[config.mk]
export PLATFORM = sky130hd
export DESIGN_NAME = descending_sorted_list
export DESIGN_NICKNAME = d
export VERILOG_FILES = /design/src/rtl/dsl_pkg.sv /design/src/rtl/dsl_cell.sv /design/src/rtl/descending_sorted_list.sv
export SDC_FILE = /design/constraint.sdc
export NUM_CORES = 2
export LEC_CHECK = 0
export ABC_AREA = 1
export BUFFER_PORTS_ARGS = -buffer_cell sky130_fd_sc_hd__buf_2
export CORE_ASPECT_RATIO = 0.8
export CORE_MARGIN = 5
export CORE_UTILIZATION = 58
export CTS_CLUSTER_DIAMETER = 40
export DETAILED_ROUTE_END_ITERATION = 8
export GPL_TIMING_DRIVEN = 1
export PLACE_DENSITY = 0.75
export SYNTH_ARGS = -nofsm -noshare
export SYNTH_HDL_FRONTEND = slang
export SYNTH_SLANG_ARGS = --single-unit
[constraint.sdc]
create_clock -name clock -period 14.2 [get_ports clock]
set_input_delay 3.55 -clock clock [delete_from_list [all_inputs] [get_ports clock]]
set_output_delay 3.55 -clock clock [all_outputs]
set_load 0.1 [all_outputs]
[src/rtl/dsl_pkg.sv]
// ----------------------------------------------------------------------------
// dsl_pkg
// shared types and codes of the descending sorted list
// ----------------------------------------------------------------------------
package dsl_pkg;

   localparam int POS_BITS   = 5;
   localparam int FIELD_BITS = 32;

   typedef enum logic [1:0] {
      CMD_INSERT = 2'd0,
      CMD_REMOVE = 2'd1,
      CMD_READ   = 2'd2,
      CMD_CLEAR  = 2'd3
   } cmd_type;

   typedef struct packed {
      cmd_type               command;
      logic [FIELD_BITS-1:0] value;
      logic [POS_BITS-1:0]   position;
   } req_type;

   typedef struct packed {
      logic                  ok;
      logic [FIELD_BITS-1:0] read_value;
      logic [POS_BITS-1:0]   where_placed;
      logic [POS_BITS-1:0]   list_length;
   } rsp_type;

   typedef struct packed {
      logic ins_en;
      logic rem_en;
   } node_ctrl_type;

endpackage

[src/rtl/dsl_cell.sv]
// ----------------------------------------------------------------------------
// dsl_cell
// one slot of the list: compares, keeps, takes the new value or shifts
// ----------------------------------------------------------------------------
module dsl_cell #(
   parameter int DEPTH      = 16,
   parameter int VALUE_BITS = 32,
   parameter int IDX        = 0
) (
   input  logic                         clock,
   input  dsl_pkg::node_ctrl_type       ctrl,
   input  logic [dsl_pkg::POS_BITS-1:0] position,
   input  logic [$clog2(DEPTH+1)-1:0]   count,
   input  logic [VALUE_BITS-1:0]        ins_value,
   input  logic [VALUE_BITS-1:0]        left_entry,
   input  logic                         left_gt,
   input  logic [VALUE_BITS-1:0]        right_entry,
   output logic [VALUE_BITS-1:0]        entry,
   output logic                         gt,
   output logic                         take_val
);
   import dsl_pkg::*;

   localparam int CW   = $clog2(DEPTH + 1);
   localparam int CMPW = (CW > POS_BITS) ? CW + 1 : POS_BITS + 1;

   logic [VALUE_BITS-1:0] entry_ff;
   logic [VALUE_BITS-1:0] entry_in;
   logic                  occupied;
   logic                  at_or_after;

   assign occupied    = CMPW'(IDX) < CMPW'(count);
   assign at_or_after = (CMPW'(IDX) + CMPW'(1)) >= CMPW'(position);
   assign gt          = occupied && (entry_ff > ins_value);
   assign take_val    = !gt && left_gt;
   assign entry       = entry_ff;

   always_comb begin
      entry_in = entry_ff;
      if (ctrl.ins_en) begin
         if (gt) begin
            entry_in = entry_ff;
         end else if (left_gt) begin
            entry_in = ins_value;
         end else begin
            entry_in = left_entry;
         end
      end else if (ctrl.rem_en && at_or_after) begin
         entry_in = right_entry;
      end
   end

   always_ff @(posedge clock) begin
      entry_ff <= entry_in;
   end

endmodule

[src/rtl/descending_sorted_list.sv]
// result: each accepted transaction's result is registered in the output register
// throughput: one transaction per cycle while a held result does not stall the request side
// the figure is set by the row of slot cells, which all shift or load at the same edge
// reset: clears the entry count and the result valid flag; slot contents are left as they are
// ----------------------------------------------------------------------------
// descending_sorted_list
// list of up to DEPTH values kept in descending order in a row of slot cells
// ----------------------------------------------------------------------------
module descending_sorted_list #(
   parameter int DEPTH      = 16,
   parameter int VALUE_BITS = 32
) (
   input  logic             clock,
   input  logic             reset,
   input  logic             req_valid,
   output logic             req_stall,
   input  dsl_pkg::req_type req_data,
   output logic             rsp_valid,
   input  logic             rsp_stall,
   output dsl_pkg::rsp_type rsp_data
);
   import dsl_pkg::*;

   localparam int CW   = $clog2(DEPTH + 1);
   localparam int IW   = $clog2(DEPTH);
   localparam int CMPW = (CW > POS_BITS) ? CW + 1 : POS_BITS + 1;

   logic [CW-1:0]         count_ff;
   logic [CW-1:0]         count_in;
   logic                  rsp_valid_ff;
   logic                  rsp_valid_in;
   rsp_type               rsp_ff;
   rsp_type               rsp_in;

   logic                  accept;
   logic [VALUE_BITS-1:0] ins_value;
   logic [VALUE_BITS-1:0] entry   [DEPTH];
   logic [DEPTH-1:0]      gt;
   logic [DEPTH-1:0]      take_val;
   node_ctrl_type         ctrl;
   logic                  full;
   logic                  pos_ok;
   logic [IW-1:0]         slot;
   logic [IW:0]           slot_p1;
   logic [VALUE_BITS-1:0] rd_value;

   assign accept    = req_valid && !req_stall;
   assign req_stall = rsp_valid_ff && rsp_stall;
   assign ins_value = VALUE_BITS'(req_data.value);
   assign full      = CMPW'(count_ff) >= CMPW'(DEPTH);
   assign pos_ok    = (req_data.position != '0) &&
                      (CMPW'(req_data.position) <= CMPW'(count_ff));

   always_comb begin
      ctrl.ins_en = accept && (req_data.command == CMD_INSERT) && !full;
      ctrl.rem_en = accept && (req_data.command == CMD_REMOVE) && pos_ok;
   end

   for (genvar i = 0; i < DEPTH; i++) begin : g_node
      logic [VALUE_BITS-1:0] left_entry;
      logic                  left_gt;
      logic [VALUE_BITS-1:0] right_entry;

      if (i == 0) begin : g_first
         assign left_entry = '0;
         assign left_gt    = 1'b1;
      end else begin : g_mid
         assign left_entry = entry[i-1];
         assign left_gt    = gt[i-1];
      end
      if (i == DEPTH - 1) begin : g_last
         assign right_entry = '0;
      end else begin : g_body
         assign right_entry = entry[i+1];
      end

      dsl_cell #(
         .DEPTH      (DEPTH),
         .VALUE_BITS (VALUE_BITS),
         .IDX        (i)
      ) u_node (
         .clock       (clock),
         .ctrl        (ctrl),
         .position    (req_data.position),
         .count       (count_ff),
         .ins_value   (ins_value),
         .left_entry  (left_entry),
         .left_gt     (left_gt),
         .right_entry (right_entry),
         .entry       (entry[i]),
         .gt          (gt[i]),
         .take_val    (take_val[i])
      );
   end

   // insert slot and read selection
   always_comb begin
      slot     = '0;
      rd_value = '0;
      for (int i = 0; i < DEPTH; i++) begin
         if (take_val[i]) begin
            slot = slot | IW'(i);
         end
         if (CMPW'(req_data.position) == CMPW'(i + 1)) begin
            rd_value = rd_value | entry[i];
         end
      end
   end

   assign slot_p1 = {1'b0, slot} + (IW+1)'(1);

   always_comb begin
      count_in = count_ff;
      rsp_in   = '0;
      case (req_data.command)
         CMD_INSERT: begin
            if (!full) begin
               count_in           = count_ff + CW'(1);
               rsp_in.ok          = 1'b1;
               rsp_in.where_placed = POS_BITS'(slot_p1);
            end
         end
         CMD_REMOVE: begin
            if (pos_ok) begin
               count_in            = count_ff - CW'(1);
               rsp_in.ok           = 1'b1;
               rsp_in.where_placed = req_data.position;
            end
         end
         CMD_READ: begin
            if (pos_ok) begin
               rsp_in.ok           = 1'b1;
               rsp_in.read_value   = FIELD_BITS'(rd_value);
               rsp_in.where_placed = req_data.position;
            end
         end
         CMD_CLEAR: begin
            count_in  = '0;
            rsp_in.ok = 1'b1;
         end
         default: begin
            count_in = count_ff;
         end
      endcase
      rsp_in.list_length = POS_BITS'(count_in);
      if (!accept) begin
         count_in = count_ff;
      end
   end

   assign rsp_valid_in = accept || (rsp_valid_ff && rsp_stall);

   always_ff @(posedge clock) begin
      if (reset) begin
         count_ff     <= '0;
         rsp_valid_ff <= 1'b0;
      end else begin
         count_ff     <= count_in;
         rsp_valid_ff <= rsp_valid_in;
      end
   end

   always_ff @(posedge clock) begin
      if (accept) begin
         rsp_ff <= rsp_in;
      end
   end

   assign rsp_valid = rsp_valid_ff;
   assign rsp_data  = rsp_ff;

endmodule

# Yosys cells after proc, flatten, opt, wreduce, memory -nomap -nowiden
# Cells that the tools add are included.
# totals
inputBits	43
elab_cells	336
regBits	561
# op_classes
order_cmp	50
eq_ne	35
add_sub_neg	3
muxes	104
bitwise_logic	15
reduce_logical	107
# op_table
operator	n
2-to-1 mux 32 bit	79
greater-than comparator 32 bit	16
OR 32 bit	15
logical AND 1 bit	54
equality test 5 x 4 -> 1 bit, second input constant	8
greater-or-equal comparator 4 x 5 -> 1 bit, first input constant	8
< comparator 4 x 5 -> 1 bit, first input constant	8
2-to-1 mux 38 bit	1
AND reduction 2 bit	17
2-to-1 mux 4 bit	8
!= test 2 bit, second input constant	16
nonzero test 2 bit	16
one-hot mux 5 bit (3 select lines)	2
equality test 5 x 3 -> 1 bit, second input constant	4
greater-or-equal comparator 3 x 5 -> 1 bit, first input constant	4
< comparator 3 x 5 -> 1 bit, first input constant	4
2-to-1 mux 5 bit	4
zero test 1 bit	17
2-to-1 mux 3 bit	4
equality test 5 x 2 -> 1 bit, second input constant	2
greater-or-equal comparator 2 x 5 -> 1 bit, first input constant	2
< comparator 1 x 5 -> 1 bit, first input constant	2
< comparator 2 x 5 -> 1 bit, first input constant	2
adder 4 x 1 -> 5 bit, second input constant	1
16 further kinds	20

# Depth between registers and ports, before layout
# logic_depth
depth_word	34
depth_mapped	23
depth_no_buf	23

# Hierarchy
# A second synthesis with hierarchy kept.
# unflattened
cells_unflattened	6503
area_unflattened_um2	47068.9
# by_module_without_submodules
module	seq_area_each_um2	cells_each	area_each_um2	n_inst
descending_sorted_list	1411.4	1288	7001.7	1
dsl_cell (g_node[11].u_node)	960.9	327	2523.7	1
dsl_cell (g_node[9].u_node)	960.9	331	2523.7	1
dsl_cell (g_node[1].u_node)	960.9	323	2521.2	1
dsl_cell (g_node[7].u_node)	960.9	326	2519.9	1
dsl_cell (g_node[12].u_node)	960.9	326	2514.9	1
dsl_cell (g_node[3].u_node)	960.9	326	2511.2	1
dsl_cell (g_node[10].u_node)	960.9	326	2507.4	1
dsl_cell (g_node[15].u_node)	960.9	324	2506.2	1
dsl_cell (g_node[5].u_node)	960.9	324	2501.1	1
dsl_cell (g_node[8].u_node)	960.9	327	2498.6	1
dsl_cell (g_node[2].u_node)	960.9	328	2497.4	1
dsl_cell (g_node[14].u_node)	960.9	324	2491.1	1
dsl_cell (g_node[4].u_node)	960.9	327	2489.9	1
3 more rows	n/a	n/a	n/a	n/a

# Least setup slack after synthesis
# OpenSTA, ideal clock, no wires.
# synth_timing
path_kind	input-to-reg
start	input port rsp_stall
end	register g_node[10].u_node.entry_ff[0] (enable)
slack_ps	4860
arrival_time_ps	8875
required_ps	13734
n_path_buf	2
path_stages	9
cell_sequence	nand2_1 > inv_2 > nor2_1 > inv_2 > nor2_4 > inv_2 > buf_2 > buf_2 > o21ai_0
# synth_via
elab_chain_cells	8
elab_cells_between_ends	11
cone_classes	eq/ne: 1; reduce/logical: 10
# synth_rtl
item	line_no	text
start: declaration	descending_sorted_list.sv:19	input logic rsp_stall,
logical AND 1 bit (*)	descending_sorted_list.sv:48	assign req_stall = rsp_valid_ff && rsp_stall;
named net req_stall	descending_sorted_list.sv:16	output logic req_stall,
zero test 1 bit (*)	descending_sorted_list.sv:47	assign accept = req_valid && !req_stall;
logical AND 1 bit (*)	descending_sorted_list.sv:47	
named net accept	descending_sorted_list.sv:35	logic accept;
logical AND 1 bit (2 in a row)	descending_sorted_list.sv:56	ctrl.rem_en = accept && (req_data.command == CMD_REMOVE) && pos_ok;
logical AND 1 bit	dsl_cell.sv:48	end else if (ctrl.rem_en && at_or_after) begin
nonzero test 2 bit (no line)	n/a	
AND reduction 2 bit (no line) (*)	n/a	
end signal: assignment	dsl_cell.sv:54	entry_ff <= entry_in;
end: declaration	dsl_cell.sv:27	logic [VALUE_BITS-1:0] entry_ff;
# Mark *: on every way through the listed nets, which the timed path passes. The rest lies on a longest branch.
# A chain may end at the register's enable or synchronous reset.

# Final worst setup path
# layout_timing
start	input port rsp_stall
end	output port req_stall
# layout_via
elab_chain_cells	1
# layout_rtl
item	line_no
logical AND 1 bit	descending_sorted_list.sv:48
end: declaration	descending_sorted_list.sv:16
# Every way passes these cells.

==> run metrics <==
status=finished, final reports clean; hold path depth=2; period utilization=0.545; # fillers=5,782; pin count of the biggest net entering global routing=97; syn nets=5,306; top cells by area, synth=edfxtp_1, ha_1, nand2_1, o22ai_1, o21ai_0; GR peak layer=met1; R2R Path End=g_node[15].u_node.entry[4]$_SDFFCE_PN0P_; Synth Instances=4,742; number of synthesized register bits=561; R2R depth=11; number of setup violations in the final report=0; share of cells above drive strength 1=0.0939; Chip Width=307 um; Max rail drop VDD=94.6 uV; max_slew headroom=0.0315; Worst-Margin Slew=1440 ps; Layout Utilization=0.650; number of vias per cell=6.75; Final TNS setup=0 ps; total gr overflow=0; grt met3 use=0.214; CP max FO=2; crit path DAT=4190 ps; Worst Clk Skew=25.8 ps; clk buf depth=3; cts hold-fix bufs=0; Flop pwr share=0.386; Detailed Routing Iterations Pass 1=7; cell row count=87; met1 Usage GRT=0.565; R2R setup slack=9650 ps; Mean Syn Cell Area=8.62 um^2; core area=70,200 um^2; hold_ws=504 ps; clk_lat worst skew=660 ps; CTS tree=done; leading register cell type out of synthesis=edfxtp_1; Setup crit end kind=output pin; Top cell by count, worst path=buf_2; I/O Buffers=87; post-route antenna net violation count=0; met2 Use GR=0.531; Via Count=39.3k; Total GRT Usage=0.401; vias in the first global route=36.2k; drt total wl=157,000 um; Clk pwr share=0.450; clock buffer count from CTS=88; top-count cell post-synth=nand2_1; CP top delay family=buffers and inverters; Clock transition at path regs=50 ps; Hold Crit Class=flop to flop; fmax=129 MHz; Netlist Area Pre-Place=40,900 um^2; IO Pins=88; Root Driver=clkbuf_16; CTS sink cnt=561; logic gate share of total power=0.164; initial antenna violation count=0; HPWL Detailed=113,000 um; synth cell count leaders=nand2_1, edfxtp_1, o22ai_1; Unique masters post-synth=53; CP max stage cell=buf_2; Pleak=0.0198 uW; origin of the critical flop-to-flop path=count_ff[4]$_SDFFE_PP0P_; sequential area share after synthesis=0.411; Setup Fix Bufs, Post-CTS=0; Yosys warnings=0; GPL Wtd Cong=1.02; die area=75,900 um^2; total power=5140 uW; Hold Path End=rsp_valid$_SDFF_PP0_; fin nets=5,371; min cycle time layout=7740 ps; slowest cell delay on critical path=420 ps; RSZ-0062 raised after global routing=no; nature of the critical path startpoint=input pin; Final Hold Vio Count=0; pwr dens=113 nW/um^2; critical path cell sequence=buf_2 > nand2_1 > inv_2 > buf_2; Initial Utilization=0.582; Post-synth EDFFs=555; Final Max Slew Viols=0; Sw Ratio=0.301; post-DR wirelength/cell=27.1 um; chip height=247 um; DR iter-0 viols=6,497; CP bufs+invs=3; first-pass GRT wire length=231,000 um; share of the synthesized area in the top cell type=0.408; max-cap viol count=0; P&R area growth vs syn=11.6%; cell taking the most area after synthesis=edfxtp_1; Crit Path Category=input pin to output pin; Hold Startpoint=rsp_valid$_SDFF_PP0_; Psw=1550 uW; CTS resizes=0; Internal Power=3590 uW; Post-synth ARST share=0; CP required=10,650 ps; Remaining DRCs=0; CTS H-tree lvls=3
==> worst max-delay path by stage <==
stage / startpoint / endpoint / slack [ps] / depth (start not counted)
after global routing: rsp_stall / req_stall / 6420 / 4
after detailed placement: rsp_stall / req_stall / 6460 / 4
after floorplan: rsp_stall / g_node[10].u_node.entry[0]$_DFFE_PP_ / 4860 / 9
after global placement: rsp_stall / req_stall / 6440 / 4
final: rsp_stall / req_stall / 6460 / 4
after CTS: rsp_stall / req_stall / 6460 / 4
==> worst register-to-register path: cells and delay by family (launching register included) <==
kind / cells / cell delay (ps)
AOI/OAI and AO/OA: 1 / 140
buffers and inverters: 7 / 2970
DFF: 1 / 600
and+or+nand+nor: 3 / 530
==> area by class of cell <==
class                           count  area (um^2)  area share
Multi-Input combinational cell   3485        21500       0.471
Sequential cell                   561        16800       0.368
Clock buffer                       96         2270      0.0499
Inverter                          469         1770      0.0388
Timing Repair Buffer              202         1300      0.0285
Tap cell                          934         1170      0.0256
Clock inverter                     65          820      0.0180
Antenna cell                        1         2.50   0.0000549
==> power groups by stage <==
stage	Sequential, uW	Combinational, uW	Clock [uW]
after global routing	1990	909	2380
after global placement	2010	774	0
after floorplan	2050	488	0
after detailed placement	2010	798	0
final	1990	841	2310
after CTS	1980	804	2310
==> sequential cells by signal, indices dropped and copies added, names as in the netlist <==
name                 count
count_ff                 5
rsp_data                43
g_node.u_node.entry    512
rsp_valid                1
==> per-stage QoR <==
stage	area, um^2	std cells	worst slack [ps]
2_1_floorplan	40900	4742	4860
3_3_place_gp	42500	5651	6440
3_5_place_dp	42500	5651	6460
4_1_cts	45600	5812	6460
5_1_grt	45600	5812	6420
6_report	45600	5813	6460
==> layout by cell type (no fill, tap or decap), types with 9 or more instances in the layout <==
master     instances
o21ai_1           11
nand3_1           43
buf_4            115
o211ai_1          11
inv_1            446
nor2_2            39
a21o_1             9
bufinv_16         15
clkinv_1          12
o22ai_1          532
ha_1             521
inv_2             20
nand4_1           43
clkinv_4          14
nor3_1            18
nand2_1         1183
a22oi_1           37
o21ai_0          329
a211oi_1          10
nor2_1           191
o2111ai_1          9
o21a_1            34
a21oi_4            9
nand2_2           11
clkinv_2          11
a221oi_1          58
clkbuf_16         90
buf_2             87
a21oi_1          297
a41oi_1           25
edfxtp_1         555
==> logic make-up (layout without fill, tap and decap cells) <==
logic type / count (synthesis) / in the layout / share of synthesized area
compound gates: 1412 / 1412 / 0.208
xor+xnor: 2 / 2 / 0.000429
fa+ha+maj: 521 / 521 / 0.159
buf+inv: 696 / 832 / 0.0694
flops: 561 / 561 / 0.411
other cells: 0 / 1 / 0
simple gates: 1550 / 1550 / 0.152
==> layer usage <==
metal | wire, um | part of all wire
met3 | 32800 | 0.21
met1 | 60200 | 0.38
met4 | 5460 | 0.035
met5 | 0 | 0
met2 | 58800 | 0.37
No activity file was read; power rests on OpenSTA's default activity.
